<file path="config.mk">
export PLATFORM = sky130hd
export DESIGN_NAME = motor_link_lifecycle_supervisor
export DESIGN_NICKNAME = d
export VERILOG_FILES = /design/src/design/mlls_pkg.sv /design/src/design/mlls_rec_mem.sv /design/src/design/motor_link_lifecycle_supervisor.sv
export SDC_FILE = /design/constraint.sdc
export NUM_CORES = 1
export LEC_CHECK = 0
export CELL_PAD_IN_SITES_DETAIL_PLACEMENT = 1
export CELL_PAD_IN_SITES_GLOBAL_PLACEMENT = 2
export CORE_ASPECT_RATIO = 0.6
export CORE_MARGIN = 2
export CORE_UTILIZATION = 41
export CTS_CLUSTER_DIAMETER = 200
export CTS_CLUSTER_SIZE = 25
export DETAILED_ROUTE_END_ITERATION = 6
export DONT_BUFFER_PORTS = 1
export PLACE_DENSITY = 0.77
export SLEW_MARGIN = 10
export SYNTH_ARGS = -nofsm -noshare
export SYNTH_HDL_FRONTEND = slang
export SYNTH_HIERARCHICAL = 1
export SYNTH_SLANG_ARGS = --single-unit
</file>
<file path="constraint.sdc">
create_clock -name clock -period 10.04 [get_ports clock]
set_input_delay 1.004 -clock clock [delete_from_list [all_inputs] [get_ports clock]]
set_output_delay 1.004 -clock clock [all_outputs]
set_load 0.01 [all_outputs]
</file>
<file path="src/design/mlls_pkg.sv">
package mlls_pkg;

   // Build-time defaults
   localparam int unsigned NUM_MOTORS_DEF = 4;

   // Register reset values
   localparam logic [15:0] LINK_TIMEOUT_RESET = 16'd100;
   localparam logic [15:0] RETRY_GAP_RESET    = 16'd500;
   localparam logic [7:0]  RETRY_LIMIT_RESET  = 8'd5;

   // Register indexes (byte address is 4 * index)
   localparam logic [1:0] REG_ONLINE_TIMEOUT = 2'd0;
   localparam logic [1:0] REG_RETRY_INTERVAL = 2'd1;
   localparam logic [1:0] REG_MAX_RETRIES    = 2'd2;

   // Request kinds
   localparam logic [1:0] KIND_CHECK  = 2'd0;
   localparam logic [1:0] KIND_ENABLE = 2'd1;
   localparam logic [1:0] KIND_ESTOP  = 2'd2;

   // Link lifecycle states
   typedef enum logic [1:0] {
      ST_OFFLINE  = 2'd0,
      ST_ENABLING = 2'd1,
      ST_ONLINE   = 2'd2,
      ST_FAULT    = 2'd3
   } life_type;

   // Per-motor record held in the record memory
   typedef struct packed {
      logic [31:0] enable_stamp;
      logic [31:0] seen_stamp;
      logic [7:0]  retry_count;
      logic [7:0]  fault_latch;
   } rec_type;

endpackage

</file>
<file path="src/design/mlls_rec_mem.sv">
module mlls_rec_mem #(
   parameter int unsigned DEPTH = 4,
   parameter int unsigned IDX_W = 2
) (
   input  logic             clock,
   input  logic             reset,
   input  logic             rd_en,
   input  logic [IDX_W-1:0] rd_idx,
   output mlls_pkg::rec_type rd_rec,
   input  logic             wr_en,
   input  logic [IDX_W-1:0] wr_idx,
   input  mlls_pkg::rec_type wr_rec
);
   import mlls_pkg::*;

   rec_type              rec_mem [DEPTH];
   logic [DEPTH-1:0]     valid_ff;
   rec_type              rd_data_ff;
   logic                 hit_ff;
   logic                 byp_ff;
   rec_type              byp_rec_ff;

   // Write port and registered read port
   always_ff @(posedge clock) begin
      if (wr_en) begin
         rec_mem[wr_idx] <= wr_rec;
      end
      if (rd_en) begin
         rd_data_ff <= rec_mem[rd_idx];
         byp_rec_ff <= wr_rec;
      end
   end

   // Track written entries; catch a read that coincides with a write to the same entry
   always_ff @(posedge clock) begin
      if (reset) begin
         valid_ff <= '0;
         hit_ff   <= 1'b0;
         byp_ff   <= 1'b0;
      end else begin
         if (wr_en) begin
            valid_ff[wr_idx] <= 1'b1;
         end
         if (rd_en) begin
            hit_ff <= valid_ff[rd_idx];
            byp_ff <= wr_en && (wr_idx == rd_idx);
         end
      end
   end

   // Forward the fresh write, else stored data, else the reset value
   always_comb begin
      if (byp_ff) begin
         rd_rec = byp_rec_ff;
      end else if (hit_ff) begin
         rd_rec = rd_data_ff;
      end else begin
         rd_rec = '0;
      end
   end

endmodule

</file>
<file path="src/design/motor_link_lifecycle_supervisor.sv">
// Supervises the link lifecycle (offline, enabling, online, fault) of up to NUM_MOTORS motors.
// One request is taken every cycle unless a stalled response holds the update stage. The
// motor's record (stamps, retry count, fault code) is read from a record memory with one read
// and one write port at the accepting edge; the update stage then updates it, writes it back
// and loads the response into an output register. Back-to-back requests to the same motor
// see the previous update through a forwarding path. Lifecycle states sit in flip-flops so
// that the every-online flag reflects every motor at once. Entries never written read as
// zero through per-entry valid bits, so no clearing pass follows reset. Registers sit at byte
// addresses 0 (online timeout), 4 (retry interval) and 8 (max retries).
module motor_link_lifecycle_supervisor #(
   parameter int unsigned NUM_MOTORS = mlls_pkg::NUM_MOTORS_DEF
) (
   input  logic        clock,
   input  logic        reset,
   // request channel
   input  logic        req_valid,
   output logic        req_ready,
   input  logic [1:0]  req_kind,
   input  logic [1:0]  req_motor,
   input  logic [31:0] req_now_ms,
   input  logic        req_link_online,
   input  logic        req_already_enabled,
   input  logic [7:0]  req_fault_in,
   input  logic        req_frame_accepted,
   // response channel
   output logic        rsp_valid,
   input  logic        rsp_ready,
   output logic [1:0]  rsp_motor_out,
   output logic [1:0]  rsp_life_state,
   output logic        rsp_send_enable,
   output logic        rsp_send_stop,
   output logic [7:0]  rsp_fault_held,
   output logic [7:0]  rsp_retries_used,
   output logic        rsp_motor_ok,
   output logic        rsp_every_online,
   // register port
   input  logic        csr_psel,
   input  logic        csr_penable,
   input  logic        csr_pwrite,
   input  logic [3:0]  csr_paddr,
   input  logic [31:0] csr_pwdata,
   output logic [31:0] csr_prdata,
   output logic        csr_pready
);
   import mlls_pkg::*;

   localparam int unsigned IDX_W      = (NUM_MOTORS > 1) ? $clog2(NUM_MOTORS) : 1;
   localparam logic [4:0]  NUM_MOTORS5 = 5'(NUM_MOTORS);

   // configuration
   logic [15:0] timeout_ff, timeout_in;
   logic [15:0] interval_ff, interval_in;
   logic [7:0]  max_retries_ff, max_retries_in;
   logic        csr_wr;

   // update stage
   logic        s1_valid_ff, s1_valid_in;
   logic [1:0]  s1_kind_ff;
   logic [1:0]  s1_motor_ff;
   logic [31:0] s1_now_ff;
   logic        s1_online_ff;
   logic        s1_enabled_ff;
   logic [7:0]  s1_fault_ff;
   logic        s1_accepted_ff;
   logic        s1_advance;
   logic        s1_in_range;
   logic [IDX_W-1:0] s1_idx;
   logic        req_accept;

   // lifecycle states
   life_type    life_ff [NUM_MOTORS];
   life_type    life_in [NUM_MOTORS];
   life_type    st_cur, st_nxt;

   // record memory
   rec_type     rec_cur, rec_nxt;
   logic        rec_wr;

   // update results
   logic        send_en, send_stop, ok, all_on;

   // response register
   logic        rsp_valid_ff, rsp_valid_in;
   logic [1:0]  rsp_motor_ff;
   logic [1:0]  rsp_state_ff;
   logic        rsp_send_en_ff;
   logic        rsp_send_stop_ff;
   logic [7:0]  rsp_fault_ff;
   logic [7:0]  rsp_retries_ff;
   logic        rsp_ok_ff;
   logic        rsp_all_ff;

   // ---------------- register port ----------------
   assign csr_pready = 1'b1;
   assign csr_wr     = csr_psel && csr_penable && csr_pwrite;

   // decode register writes
   always_comb begin
      timeout_in     = timeout_ff;
      interval_in    = interval_ff;
      max_retries_in = max_retries_ff;
      if (csr_wr) begin
         unique case (csr_paddr[3:2])
            REG_ONLINE_TIMEOUT: timeout_in     = csr_pwdata[15:0];
            REG_RETRY_INTERVAL: interval_in    = csr_pwdata[15:0];
            REG_MAX_RETRIES:    max_retries_in = csr_pwdata[7:0];
            default:            ;
         endcase
      end
   end

   always_ff @(posedge clock) begin
      if (reset) begin
         timeout_ff     <= LINK_TIMEOUT_RESET;
         interval_ff    <= RETRY_GAP_RESET;
         max_retries_ff <= RETRY_LIMIT_RESET;
      end else begin
         timeout_ff     <= timeout_in;
         interval_ff    <= interval_in;
         max_retries_ff <= max_retries_in;
      end
   end

   // read back registers
   always_comb begin
      unique case (csr_paddr[3:2])
         REG_ONLINE_TIMEOUT: csr_prdata = {16'd0, timeout_ff};
         REG_RETRY_INTERVAL: csr_prdata = {16'd0, interval_ff};
         REG_MAX_RETRIES:    csr_prdata = {24'd0, max_retries_ff};
         default:            csr_prdata = '0;
      endcase
   end

   // ---------------- request intake ----------------
   assign s1_advance  = s1_valid_ff && (!rsp_valid_ff || rsp_ready);
   assign req_ready   = !s1_valid_ff || s1_advance;
   assign req_accept  = req_valid && req_ready;
   assign s1_valid_in = req_accept ? 1'b1 : (s1_advance ? 1'b0 : s1_valid_ff);

   always_ff @(posedge clock) begin
      if (reset) begin
         s1_valid_ff <= 1'b0;
      end else begin
         s1_valid_ff <= s1_valid_in;
      end
   end

   // hold the request fields for the update cycle
   always_ff @(posedge clock) begin
      if (req_accept) begin
         s1_kind_ff     <= req_kind;
         s1_motor_ff    <= req_motor;
         s1_now_ff      <= req_now_ms;
         s1_online_ff   <= req_link_online;
         s1_enabled_ff  <= req_already_enabled;
         s1_fault_ff    <= req_fault_in;
         s1_accepted_ff <= req_frame_accepted;
      end
   end

   assign s1_in_range = {3'd0, s1_motor_ff} < NUM_MOTORS5;
   assign s1_idx      = IDX_W'(s1_motor_ff);
   assign rec_wr      = s1_advance && s1_in_range;

   mlls_rec_mem #(
      .DEPTH (NUM_MOTORS),
      .IDX_W (IDX_W)
   ) u_rec_mem (
      .clock  (clock),
      .reset  (reset),
      .rd_en  (req_accept),
      .rd_idx (IDX_W'(req_motor)),
      .rd_rec (rec_cur),
      .wr_en  (rec_wr),
      .wr_idx (s1_idx),
      .wr_rec (rec_nxt)
   );

   // ---------------- lifecycle update ----------------
   assign st_cur = s1_in_range ? life_ff[s1_idx] : ST_OFFLINE;

   always_comb begin
      st_nxt    = st_cur;
      rec_nxt   = rec_cur;
      send_en   = 1'b0;
      send_stop = 1'b0;
      ok        = 1'b0;
      unique case (s1_kind_ff)
         KIND_CHECK: begin
            unique case (st_cur)
               ST_ENABLING: begin
                  if (s1_online_ff) begin
                     st_nxt              = ST_ONLINE;
                     rec_nxt.seen_stamp  = s1_now_ff;
                     rec_nxt.fault_latch = '0;
                     ok                  = 1'b1;
                  end else if ((s1_now_ff - rec_cur.enable_stamp) > {16'd0, timeout_ff}) begin
                     st_nxt = ST_OFFLINE;
                     ok     = 1'b1;
                  end
               end
               ST_ONLINE: begin
                  ok = 1'b1;
                  if (s1_online_ff) begin
                     rec_nxt.seen_stamp = s1_now_ff;
                     if (s1_fault_ff != '0) begin
                        rec_nxt.fault_latch = s1_fault_ff;
                        st_nxt              = ST_FAULT;
                        ok                  = 1'b0;
                     end
                  end else if ((s1_now_ff - rec_cur.seen_stamp) > {16'd0, timeout_ff}) begin
                     st_nxt = ST_OFFLINE;
                     ok     = 1'b0;
                  end
               end
               ST_OFFLINE: begin
                  if ((rec_cur.retry_count < max_retries_ff) &&
                      ((s1_now_ff - rec_cur.enable_stamp) > {16'd0, interval_ff}) &&
                      s1_accepted_ff) begin
                     st_nxt               = ST_ENABLING;
                     rec_nxt.enable_stamp = s1_now_ff;
                     rec_nxt.retry_count  = 8'(rec_cur.retry_count + 8'd1);
                     send_en              = 1'b1;
                  end
               end
               default: begin
                  if (s1_fault_ff == '0) begin
                     rec_nxt.fault_latch = '0;
                     st_nxt              = ST_ONLINE;
                  end
               end
            endcase
         end
         KIND_ENABLE: begin
            if (!s1_enabled_ff && s1_accepted_ff) begin
               st_nxt               = ST_ENABLING;
               rec_nxt.enable_stamp = s1_now_ff;
               rec_nxt.retry_count  = 8'd1;
               send_en              = 1'b1;
            end
         end
         KIND_ESTOP: begin
            st_nxt    = ST_OFFLINE;
            send_stop = 1'b1;
         end
         default: ;
      endcase
   end

   // commit the new state of the addressed motor
   always_comb begin
      for (int i = 0; i < NUM_MOTORS; i++) begin
         life_in[i] = life_ff[i];
      end
      if (rec_wr) begin
         life_in[s1_idx] = st_nxt;
      end
   end

   // check every motor after the update
   always_comb begin
      all_on = 1'b1;
      for (int i = 0; i < NUM_MOTORS; i++) begin
         if (life_in[i] != ST_ONLINE) begin
            all_on = 1'b0;
         end
      end
   end

   always_ff @(posedge clock) begin
      if (reset) begin
         for (int i = 0; i < NUM_MOTORS; i++) begin
            life_ff[i] <= ST_OFFLINE;
         end
      end else begin
         life_ff <= life_in;
      end
   end

   // ---------------- response register ----------------
   assign rsp_valid_in = s1_advance ? 1'b1 : (rsp_ready ? 1'b0 : rsp_valid_ff);

   always_ff @(posedge clock) begin
      if (reset) begin
         rsp_valid_ff <= 1'b0;
      end else begin
         rsp_valid_ff <= rsp_valid_in;
      end
   end

   // load the response; drop everything but the motor number and the every-online flag for a motor out of range
   always_ff @(posedge clock) begin
      if (s1_advance) begin
         rsp_motor_ff     <= s1_motor_ff;
         rsp_state_ff     <= s1_in_range ? st_nxt : ST_OFFLINE;
         rsp_send_en_ff   <= s1_in_range && send_en;
         rsp_send_stop_ff <= s1_in_range && send_stop;
         rsp_fault_ff     <= s1_in_range ? rec_nxt.fault_latch : '0;
         rsp_retries_ff   <= s1_in_range ? rec_nxt.retry_count : '0;
         rsp_ok_ff        <= s1_in_range && ok;
         rsp_all_ff       <= all_on;
      end
   end

   assign rsp_valid        = rsp_valid_ff;
   assign rsp_motor_out    = rsp_motor_ff;
   assign rsp_life_state   = rsp_state_ff;
   assign rsp_send_enable  = rsp_send_en_ff;
   assign rsp_send_stop    = rsp_send_stop_ff;
   assign rsp_fault_held   = rsp_fault_ff;
   assign rsp_retries_used = rsp_retries_ff;
   assign rsp_motor_ok     = rsp_ok_ff;
   assign rsp_every_online = rsp_all_ff;

`ifndef ASSERT_OFF
   // a stalled update keeps its request
   a_s1_hold: assert property (@(posedge clock) disable iff (reset)
      (s1_valid_ff && !s1_advance) |=> s1_valid_ff)
      else $error("update stage lost a request while stalled");

   // enable and stop are never requested together
   a_frames_excl: assert property (@(posedge clock) disable iff (reset)
      rsp_valid_ff |-> !(rsp_send_en_ff && rsp_send_stop_ff))
      else $error("enable and stop frames in one response");

   // a sent enable leaves the motor enabling with at least one attempt counted
   a_enable_state: assert property (@(posedge clock) disable iff (reset)
      (rsp_valid_ff && rsp_send_en_ff) |->
         (rsp_state_ff == ST_ENABLING) && (rsp_retries_ff != '0))
      else $error("enable sent without entering enabling");
`endif

endmodule

</file>
==> results of run 1 <==
[kinds of logic (layout without fill, tap and decap cells)]
| family | after synthesis | in the layout | share of synthesized area, % |
|---|---|---|---|
| AND/OR/NAND/NOR | 459 | 459 | 7.543 |
| XOR/XNOR | 43 | 43 | 1.321 |
| multiplexers | 117 | 117 | 7.723 |
| flip-flops | 607 | 607 | 61.96 |
| AO/OA/AOI/OAI | 509 | 509 | 12.15 |
| other | 2 | 18 | 0.02634 |
| buffers and inverters | 238 | 196 | 3.783 |
| adder cells (fa/ha/maj) | 124 | 124 | 5.494 |
[how the worst max path moves through the flow]
stage | start | depth (start not counted) | to | slack (ns)
2_1_floorplan | rsp_ready | 4 | u_rec_mem/rec_mem[0][0]$_DFFE_PP_ | 1.53
3_3_place_gp | u_rec_mem/byp_ff$_SDFFE_PP0P_ | 23 | rsp_every_online$_SDFFCE_PP0P_ | 2.75
3_5_place_dp | u_rec_mem/byp_ff$_SDFFE_PP0P_ | 21 | rsp_every_online$_SDFFCE_PP0P_ | 2.71
4_1_cts | u_rec_mem/byp_ff$_SDFFE_PP0P_ | 21 | rsp_every_online$_SDFFCE_PP0P_ | 2.66
5_1_grt | u_rec_mem/byp_ff$_SDFFE_PP0P_ | 20 | u_rec_mem/byp_rec_ff[67]$_DFFE_PP_ | 2.23
6_report | u_rec_mem/byp_ff$_SDFFE_PP0P_ | 21 | rsp_every_online$_SDFFCE_PP0P_ | 2.64
[per-layer routing]
layer / track usage [%] / vias up / share of wire (%)
met4: 2.939 / 0 / 1.4
li1: - / 7904 / -
met5: 0 / - / 0
met1: 33.41 / 9115 / 50
met2: 31.63 / 383 / 44
met3: 2.284 / 61 / 4.4
[cell type report]
cell class	count	area, um^2	share of cell area [%]
Multi-Input combinational cell	1269	9871	32.76
Sequential cell	607	17670	58.65
Antenna cell	1	2.502	0.008306
Tap cell	912	1141	3.787
Timing Repair Buffer	18	135.1	0.4485
Clock buffer	50	783.3	2.600
Inverter	126	475.5	1.578
Clock inverter	2	50.05	0.1661
[worst max-delay path: stages, from the launching register on]
cell	delay (ns)
dfxtp_4	0.63
buf_4	0.53
a22o_1	0.38
ha_1	0.22
inv_1	0.06
fa_1	0.40
a21o_1	0.20
a221o_1	0.42
a21oi_1	0.50
xnor2_1	0.25
ha_1	0.34
nand4_1	0.18
nor4_1	0.53
a22o_1	0.32
o311a_1	0.20
and4_1	0.24
nand4_1	0.26
o21ai_1	0.28
nor3_1	0.08
a21oi_1	0.55
o211ai_1	0.25
a2111oi_2	0.30
[power by group through the flow]
stage / clock network (mW) / registers (mW) / logic, mW
6_report: 1.33 / 2.89 / 0.482
5_1_grt: 1.45 / 2.90 / 0.532
4_1_cts: 1.38 / 2.89 / 0.483
3_5_place_dp: 0 / 2.95 / 0.480
3_3_place_gp: 0 / 2.94 / 0.462
2_1_floorplan: 0 / 2.93 / 0.368
[through the flow]
step	area [um^2]	hold WS (ns)	cells
final	30130	0.4264	2985
after floorplan	28570	0.4188	2114
after global placement	29290	0.4332	2932
after CTS	30130	0.3838	2984
after detailed placement	29290	0.4440	2932
after global routing	30130	0.3917	2984
[flip-flops by register name, summed over array words and instances, names as in the netlist, 4 cells and up]
name                  flops
rsp_fault_held            8
s1_fault_ff               8
u_rec_mem/byp_rec_ff     80
u_rec_mem/rec_mem       320
u_rec_mem/rd_data_ff     80
max_retries_ff            8
life_ff                   8
s1_now_ff                32
interval_ff              16
rsp_retries_used          8
timeout_ff               16
u_rec_mem/valid_ff        4
[cells in the mapped netlist, drive strengths merged (30+ instances only)]
| cell type | instances |
|---|---|
| mux2i | 31 |
| a21oi | 131 |
| a22o | 90 |
| nand4 | 30 |
| buf | 52 |
| nor2 | 89 |
| o21ai | 132 |
| clkbuf | 60 |
| nand2 | 204 |
| inv | 126 |
| mux4 | 82 |
| ha | 122 |
| edfxtp | 551 |
| dfxtp | 56 |
==> impl_metrics.env, run 1 <==
export IMPL_cts_hold_buffers=0
export IMPL_synth_avg_cell_area_um2=13.58
export IMPL_gp_congestion=0.8603
export IMPL_grt_max_degree=85
export IMPL_status="complete, no violations"
export IMPL_ctsResizeCount=0
export IMPL_worstRegToRegCells=21
export IMPL_worstPathArrival_ns=7.84
export IMPL_worst_slack_ns=2.637
export IMPL_overflow=0
export IMPL_design_die_area_mm2=0.07174
export IMPL_synth_area_top_cells="edfxtp_1, mux4_2, ha_1"
export IMPL_final_setup_tns_ns=0
export IMPL_drc=0
export IMPL_relSlewSlack_pct=27.85
export IMPL_ys_seq_elements=607
export IMPL_internal_power_mw=3.562
export IMPL_mostFrequentLayoutCell="edfxtp_1"
export IMPL_fin_skew_ns=0.04490
export IMPL_grt_total_usage_pct=21.05
export IMPL_min_from="reset"
export IMPL_dr_pass1_iters=5
export IMPL_drive_above_1_share_pct=8.349
export IMPL_reg2reg_to="rsp_every_online$_SDFFCE_PP0P_"
export IMPL_drt_initial_drc_count=1619
export IMPL_vias_per_cell=5.850
export IMPL_start_util_pct=41.67
export IMPL_wl_mm=75.71
export IMPL_finalHoldViolCount=0
export IMPL_yosys_area_top_type="edfxtp_1"
export IMPL_yosys_warnings=6
export IMPL_synth_edff_count=551
export IMPL_io_pins=149
export IMPL_h_tree_depth=1
export IMPL_layout_common_cells="edfxtp_1, nand2_1, inv_1"
export IMPL_clk_pin_slew_worst_paths_ns=0.10
export IMPL_clock_latency_ns=0.65
export IMPL_regToRegSetupSlack_ns=2.64
export IMPL_clock_path_buffers=3
export IMPL_switchingPower_mw=1.144
export IMPL_cp_max_fo=35
export IMPL_ir_drop_mv=0.1153
export IMPL_die_h_um=208.3
export IMPL_max_freq_ghz=0.1351
export IMPL_hold_end="life_ff[3]$_SDFF_PP0_"
export IMPL_netlist_area_leader_share_pct=58.03
export IMPL_setup_violations_final=0
export IMPL_drv_slew=0
export IMPL_power_frac_comb_pct=10.2
export IMPL_cts_tree="done"
export IMPL_grt_pass1_vias=17890
export IMPL_syn_inst=2099
export IMPL_max_cap_viol_count=0
export IMPL_timing_final_crit_period_ns=7.403
export IMPL_powerDensity_mw_per_mm2=156.2
export IMPL_via_count=17460
export IMPL_total_power_mw=4.706
export IMPL_async_flop_share_pct=0
export IMPL_cts_sinks=607
export IMPL_start_kind="flip-flop"
export IMPL_synthToLayoutAreaGrowth_pct=5.665
export IMPL_core_mm2=0.06842
export IMPL_tightest_slew_ns=1.082
export IMPL_cts_buffers=28
export IMPL_std_cell_rows=74
export IMPL_synth_cell_type_count=84
export IMPL_hold_class="input port to flip-flop"
export IMPL_antenna_found_initial=3
export IMPL_fin_crit_sh_pct=73.74
export IMPL_utilization_pct=44.03
export IMPL_nNetsFinal=2264
export IMPL_avgRoutedWirePerCell_um=25.36
export IMPL_post_cts_setup_buffers=0
export IMPL_die_x_um=344.5
export IMPL_final_antenna_net_count=0
export IMPL_grt_pass1_wl_mm=114.6
export IMPL_critPathKind="flip-flop to flip-flop"
export IMPL_rsz0062_at_grt="no"
export IMPL_swShare_pct=24.31
export IMPL_syn_area_mm2=0.02851
export IMPL_hpwl_mm=50.89
export IMPL_pre_cts_ws_ns=2.712
export IMPL_p_seq_share_pct=61.4
export IMPL_p_leak_nw=10.12
export IMPL_portBuffers=0
export IMPL_root_buffer="clkbuf_16"
export IMPL_cp_required_ns=10.48
export IMPL_ys_seq_area_share_pct=61.96
export IMPL_fillCellCount=6885
export IMPL_synth_flop_cell="edfxtp_1"
export IMPL_hold_path_depth=1
export IMPL_r2r_start="u_rec_mem/byp_ff$_SDFFE_PP0P_"
export IMPL_crit_path_end_kind="flip-flop"
export IMPL_clkPwrFrac_pct=28.3
Power figures use the tool's default switching activity.
==> run 2: changes to the inputs <==
--- a/config.mk
+++ b/config.mk
@@ -5,16 +5,17 @@
 export SDC_FILE = /design/constraint.sdc
 export NUM_CORES = 1
 export LEC_CHECK = 0
+export ABC_AREA = 1
 export CELL_PAD_IN_SITES_DETAIL_PLACEMENT = 1
 export CELL_PAD_IN_SITES_GLOBAL_PLACEMENT = 2
 export CORE_ASPECT_RATIO = 0.6
 export CORE_MARGIN = 2
-export CORE_UTILIZATION = 41
+export CORE_UTILIZATION = 37
 export CTS_CLUSTER_DIAMETER = 200
 export CTS_CLUSTER_SIZE = 25
 export DETAILED_ROUTE_END_ITERATION = 6
 export DONT_BUFFER_PORTS = 1
-export PLACE_DENSITY = 0.77
+export PLACE_DENSITY = 0.8
 export SLEW_MARGIN = 10
 export SYNTH_ARGS = -nofsm -noshare
 export SYNTH_HDL_FRONTEND = slang
==> constraint.sdc (replaced) <==
create_clock -name clock -period 6.2 [get_ports clock]
set_input_delay 0.62 -clock clock [delete_from_list [all_inputs] [get_ports clock]]
set_output_delay 0.62 -clock clock [all_outputs]
set_load 0.01 [all_outputs]
==> run 2 against run 1 <==
Compared with the run above:
- fmax is 32% higher
- clock power rose by 67%
- setup slack lost 2.0 ns
- die area up 18%
- clock skew decreased by 0.011 ns
- routed wire length grew 35%
- non-clock buffer count increased by 12
- via count rose by 32%
==> impl_metrics.env, run 2 <==
export IMPL_status="complete, no violations"
export IMPL_mostFrequentLayoutCell="nand2_1"
export IMPL_std_cell_rows=81
export IMPL_max_freq_ghz=0.1786
export IMPL_netlist_top_cells_count="nand2_1, edfxtp_1, inv_1"
export IMPL_tightest_slew_ns=1.195
export IMPL_final_setup_tns_ns=0
export IMPL_fillCellCount=9269
export IMPL_drt_initial_drc_count=2050
export IMPL_yosys_area_top_type="edfxtp_1"
export IMPL_die_h_um=225.9
export IMPL_rsz0062_at_grt="no"
export IMPL_relSlewSlack_pct=20.28
export IMPL_finalHoldViolCount=0
export IMPL_utilization_pct=39.58
export IMPL_timing_final_crit_period_ns=5.598
export IMPL_synthToLayoutAreaGrowth_pct=6.130
export IMPL_netlist_area_leader_share_pct=54.51
export IMPL_ys_seq_area_share_pct=58.21
export IMPL_hold_class="input port to flip-flop"
export IMPL_synth_cell_type_count=49
export IMPL_portBuffers=0
export IMPL_overflow=0
export IMPL_async_flop_share_pct=0
export IMPL_grt_pass1_wl_mm=150.9
export IMPL_largest_reg_flops=320
export IMPL_cts_tree="done"
export IMPL_drv_slew=0
export IMPL_grt_max_degree=166
export IMPL_clock_path_buffers=3
export IMPL_avgRoutedWirePerCell_um=24.27
export IMPL_gp_congestion=0.9025
export IMPL_core_mm2=0.08138
export IMPL_clock_latency_ns=0.66
export IMPL_synth_edff_count=551
export IMPL_syn_inst=3161
export IMPL_dr_pass1_iters=5
export IMPL_critical_path_max_stage_delay_ns=0.67
export IMPL_via_count=23100
export IMPL_synth_avg_cell_area_um2=9.602
export IMPL_crit_path_end_kind="flip-flop"
export IMPL_yosysMostFrequentCell="nand2_1"
export IMPL_vias_per_cell=5.494
export IMPL_multi_input_area_mm2=0.01066
export IMPL_io_pins=149
export IMPL_yosys_warnings=6
export IMPL_worstPathArrival_ns=5.89
export IMPL_powerDensity_mw_per_mm2=266.5
export IMPL_max_cap_viol_count=0
export IMPL_synth_flop_cell="edfxtp_1"
export IMPL_cpMostUsedCell="nand2_1"
export IMPL_design_die_area_mm2=0.08442
export IMPL_clk_pin_slew_worst_paths_ns=0.12
export IMPL_pre_cts_ws_ns=0.7131
export IMPL_nNetsFinal=3317
export IMPL_cts_sinks=607
export IMPL_top_regs="u_rec_mem/rec_mem x320, u_rec_mem/byp_rec_ff x80, u_rec_mem/rd_data_ff x80"
export IMPL_slowest_stage="dfxtp_4"
export IMPL_final_antenna_net_count=0
export IMPL_setup_violations_final=0
export IMPL_start_util_pct=37.30
export IMPL_worst_slack_ns=0.6016
export IMPL_h_tree_depth=1
export IMPL_cts_buffers=28
export IMPL_synth_area_top_cells="edfxtp_1, nand2_1, ha_1"
export IMPL_cp_max_fo=64
export IMPL_root_buffer="clkbuf_16"
export IMPL_fin_skew_ns=0.03409
export IMPL_p_leak_nw=12.52
export IMPL_layout_common_cells="nand2_1, edfxtp_1, inv_1"
export IMPL_grt_total_usage_pct=23.76
export IMPL_fin_area_mm2=0.03221
export IMPL_total_power_mw=8.585
export IMPL_insertedDiodeCount=0
export IMPL_hpwl_mm=70.71
export IMPL_top_register="u_rec_mem/rec_mem"
export IMPL_regArea_mm2=0.01767
export IMPL_grt_pass1_vias=23300
export IMPL_crit_family="simple AND/OR/NAND/NOR gates"
export IMPL_ys_seq_elements=607
export IMPL_syn_area_mm2=0.03035
export IMPL_antenna_found_initial=0
export IMPL_wl_mm=102.0
export IMPL_die_x_um=373.8
export IMPL_placed_area_mm2=0.03137
export IMPL_drc=0
export IMPL_ctsResizeCount=0
export IMPL_ir_drop_mv=0.2325
export IMPL_cp_required_ns=6.49
export IMPL_path_buf_inv=4
export IMPL_fin_crit_sh_pct=90.30
export IMPL_critPathKind="flip-flop to flip-flop"
export IMPL_start_kind="flip-flop"
export IMPL_drive_above_1_share_pct=3.904
[run 2: logic make-up (layout without fill, tap and decap cells)]
logic type	after synthesis	after routing	share of synthesized area [%]
simple gates	1267	1267	17.25
compound gates	627	627	11.60
flops	607	607	58.21
buf+inv	504	453	6.892
fa+ha+maj	124	124	5.161
xor+xnor	30	30	0.8657
other cells	2	17	0.02474
[run 2: metrics by stage]
step | cells | hold WS, ns
floorplan | 3176 | 0.4402
global placement | 4151 | 0.4505
detailed placement | 4151 | 0.4527
CTS | 4204 | 0.01702
global route | 4204 | 0.01877
finish | 4204 | 0.04994
[run 2: report_power, final]
group	internal, mW	switching (mW)	total, mW	leakage [nW]
sequential	4.70	0.0944	4.79	5.74
combinational	0.440	1.13	1.57	6.39
clock	0.880	1.34	2.22	0.392
[run 2: path summary, 6_finish.rpt]
check                                             to  slack (ns)                               start  cells past startpoint
setup reg to reg  u_rec_mem/byp_rec_ff[77]$_DFFE_PP_        0.60       u_rec_mem/hit_ff$_SDFFE_PP0P_                     26
setup / recovery  u_rec_mem/byp_rec_ff[77]$_DFFE_PP_        0.60       u_rec_mem/hit_ff$_SDFFE_PP0P_                     26
hold reg to reg   u_rec_mem/valid_ff[3]$_SDFFE_PP0P_        0.48  u_rec_mem/valid_ff[3]$_SDFFE_PP0P_                      1
hold / removal                s1_now_ff[4]$_DFFE_PP_        0.05                       req_now_ms[4]                      0
[run 2: layer usage]
layer	routed length, um	track usage (%)	part of all wire, %	up-vias
li1	-	-	-	10680
met1	50470	36.40	49	11730
met2	44220	36.56	43	620
met3	5973	2.879	5.9	72
met4	1385	3.500	1.4	0
met5	0	0	0	-
[run 2: repair_timing]
action                                  in CTS  in global routing
setup buffers                                0                  0
endpoints found under the setup margin       0                  0
hold endpoints to repair                    12                  0
hold buffers                                 1                  0
[run 2: layout make-up]
cell class              instances  share of cell area [%]
well taps                    1079                   4.191
clock inverters                 2                  0.1554
flip-flops and latches        607                   54.87
clock buffers                  50                   2.431
repair buffers                 30                  0.8623
multi-input cells            2065                   33.09
inverters                     371                   4.401
[run 2: worst reg2reg max path, delay by kind of cell (launching register included)]
family                     cells  cell delay (ns)
DFF                            1             0.67
AOI/OAI and AO/OA              3             0.73
and+or+nand+nor               16             2.27
buffers and inverters          4             0.50
adders and majority gates      2             0.77
xor gates and xnor gates       1             0.29
==> run 3: changes to the inputs <==
--- a/config.mk
+++ b/config.mk
@@ -5,12 +5,11 @@
 export SDC_FILE = /design/constraint.sdc
 export NUM_CORES = 1
 export LEC_CHECK = 0
-export ABC_AREA = 1
 export CELL_PAD_IN_SITES_DETAIL_PLACEMENT = 1
 export CELL_PAD_IN_SITES_GLOBAL_PLACEMENT = 2
 export CORE_ASPECT_RATIO = 0.6
 export CORE_MARGIN = 2
-export CORE_UTILIZATION = 37
+export CORE_UTILIZATION = 41
 export CTS_CLUSTER_DIAMETER = 200
 export CTS_CLUSTER_SIZE = 25
 export DETAILED_ROUTE_END_ITERATION = 6
==> run 3 against run 2 <==
Compared with the run above:
- cell count decreased by 28%
- non-clock buffer count increased by 45
- global-route usage decreased by 2.7 points
- sequential power decreased by 2%
==> impl_metrics.env, run 3 (synthesis results as in run 1) <==
export IMPL_die_x_um=344.5
export IMPL_cts_sinks=607
export IMPL_core_mm2=0.06842
export IMPL_reg2reg_to="rsp_every_online$_SDFFCE_PP0P_"
export IMPL_cp_max_fo=8
export IMPL_worstPathArrival_ns=6.49
export IMPL_relSlewSlack_pct=25.06
export IMPL_utilization_pct=44.92
export IMPL_avgRoutedWirePerCell_um=25.18
export IMPL_clock_path_buffers=3
export IMPL_antenna_found_initial=0
export IMPL_grt_total_usage_pct=21.07
export IMPL_nNetsFinal=2321
export IMPL_setup_violations_final=0
export IMPL_fin_area_mm2=0.03073
export IMPL_slowest_stage="or4b_4"
export IMPL_layout_common_cells="edfxtp_1, nand2_1, inv_1"
export IMPL_hpwl_mm=51.48
export IMPL_clk_pin_slew_worst_paths_ns=0.11
export IMPL_mostFrequentLayoutCell="edfxtp_1"
export IMPL_via_count=17680
export IMPL_die_h_um=208.3
export IMPL_top_register="u_rec_mem/rec_mem"
export IMPL_grt_pass1_wl_mm=115.4
export IMPL_root_buffer="clkbuf_16"
export IMPL_fin_skew_ns=0.04898
export IMPL_drive_above_1_share_pct=10.66
export IMPL_drv_slew=0
export IMPL_fillCellCount=6928
export IMPL_drc=0
export IMPL_gp_congestion=0.8696
export IMPL_cts_buffers=28
export IMPL_fin_crit_sh_pct=97.28
export IMPL_max_cap_viol_count=0
export IMPL_start_util_pct=41.67
export IMPL_regToRegSetupSlack_ns=0.17
export IMPL_h_tree_depth=1
export IMPL_powerDensity_mw_per_mm2=249.3
export IMPL_ir_drop_mv=0.2304
export IMPL_clock_latency_ns=0.67
export IMPL_tightest_slew_ns=1.124
export IMPL_overflow=0
export IMPL_top_regs="u_rec_mem/rec_mem x320, u_rec_mem/byp_rec_ff x80, u_rec_mem/rd_data_ff x80"
export IMPL_hold_class="input port to flip-flop"
export IMPL_crit_path_end_kind="flip-flop"
export IMPL_wl_mm=76.57
export IMPL_finalHoldViolCount=0
export IMPL_io_pins=149
export IMPL_grt_pass1_vias=18480
export IMPL_cts_tree="done"
export IMPL_max_freq_ghz=0.1658
export IMPL_critical_path_max_stage_delay_ns=0.49
export IMPL_cp_required_ns=6.66
export IMPL_largest_reg_flops=320
export IMPL_insertedDiodeCount=0
export IMPL_timing_final_crit_period_ns=6.031
export IMPL_worstRegToRegCells=25
export IMPL_final_antenna_net_count=0
export IMPL_p_leak_nw=10.44
export IMPL_vias_per_cell=5.813
export IMPL_start_kind="flip-flop"
export IMPL_critPathKind="flip-flop to flip-flop"
export IMPL_final_setup_tns_ns=0
export IMPL_endpoint="rsp_every_online$_SDFFCE_PP0P_"
export IMPL_portBuffers=0
export IMPL_placed_area_mm2=0.02966
export IMPL_synthToLayoutAreaGrowth_pct=7.789
export IMPL_total_power_mw=7.663
export IMPL_worstSetupStartpoint="u_rec_mem/byp_ff$_SDFFE_PP0P_"
export IMPL_status="complete, no violations"
export IMPL_std_cell_rows=74
export IMPL_r2r_start="u_rec_mem/byp_ff$_SDFFE_PP0P_"
export IMPL_grt_max_degree=85
export IMPL_drt_initial_drc_count=1291
export IMPL_design_die_area_mm2=0.07174
export IMPL_dr_pass1_iters=5
## run 3: cell count changes in the layout (fill, tap and decap cells not counted), moves of 26 or more
cell	before	now
inv_1	347	125
o21ai_0	293	111
buf_4	25	55
o22ai_1	92	2
nand2_1	679	204
a21o_1	2	28
nand3_1	178	21
nor2_1	320	89
a21oi_1	148	122
mux4_2	0	82
mux2i_1	0	31
a22o_1	0	90
o221ai_1	32	3
## run 3: per-stage QoR
step	hold WS [ns]	setup WS [ns]	std cells
after global placement	0.4294	0.002006	2972
final	0.05393	0.1689	3041
after floorplan	0.4188	0.7833	2114
after CTS	0.00007311	0.03356	3038
after detailed placement	0.4436	-0.06974	2972
after global routing	0.01169	-0.01412	3041
## run 3: worst min path at each step
stage | start | to | depth (start not counted)
after global placement | u_rec_mem/valid_ff[1]$_SDFFE_PP0P_ | u_rec_mem/valid_ff[1]$_SDFFE_PP0P_ | 2
after detailed placement | u_rec_mem/valid_ff[1]$_SDFFE_PP0P_ | u_rec_mem/valid_ff[1]$_SDFFE_PP0P_ | 2
after CTS | req_now_ms[23] | s1_now_ff[23]$_DFFE_PP_ | 0
after floorplan | u_rec_mem/valid_ff[1]$_SDFFE_PP0P_ | u_rec_mem/valid_ff[1]$_SDFFE_PP0P_ | 2
final | req_now_ms[23] | s1_now_ff[23]$_DFFE_PP_ | 0
after global routing | req_fault_in[0] | s1_fault_ff[0]$_DFFE_PP_ | 0
## run 3: timing repair
action / in CTS / in global routing
hold buffers: 12 / 0
pin swaps: 0 / 2
gates resized for setup: 0 / 19
setup buffers: 2 / 2
endpoints found under the setup margin: 23 / 129
endpoints found under the hold margin: 27 / 0
cloned: 0 / 1
## run 3: critical path: cells and delay by family, from the launching register on
family                   cells  cell delay [ns]
AND/OR/NAND/NOR              8             1.75
XOR/XNOR                     1             0.15
AO/OA/AOI/OAI               11             2.37
buffers and inverters        2             0.20
flip-flops                   1             0.39
adder cells (fa/ha/maj)      3             0.93
## run 3: cell type report
class	count	area (um^2)	share of cell area [%]
Clock buffer	50	783.3	2.548
Clock inverter	2	50.05	0.1628
Inverter	126	475.5	1.547
Multi-Input combinational cell	1269	9917	32.27
Sequential cell	607	17670	57.49
Tap cell	912	1141	3.713
Timing Repair Buffer	75	696.9	2.268
## run 3: power breakdown
part | total, mW | switching (mW) | internal [mW]
Sequential | 4.68 | 0.0807 | 4.60
Clock | 2.16 | 1.28 | 0.879
Combinational | 0.820 | 0.501 | 0.320
Total | 7.66 | 1.86 | 5.80
## run 3: metal layers
layer  wire length, um  track usage [%]
met4              1109            3.283
met3              4481            3.536
met5                 0                0
met2             33850            31.95
met1             37130            32.22
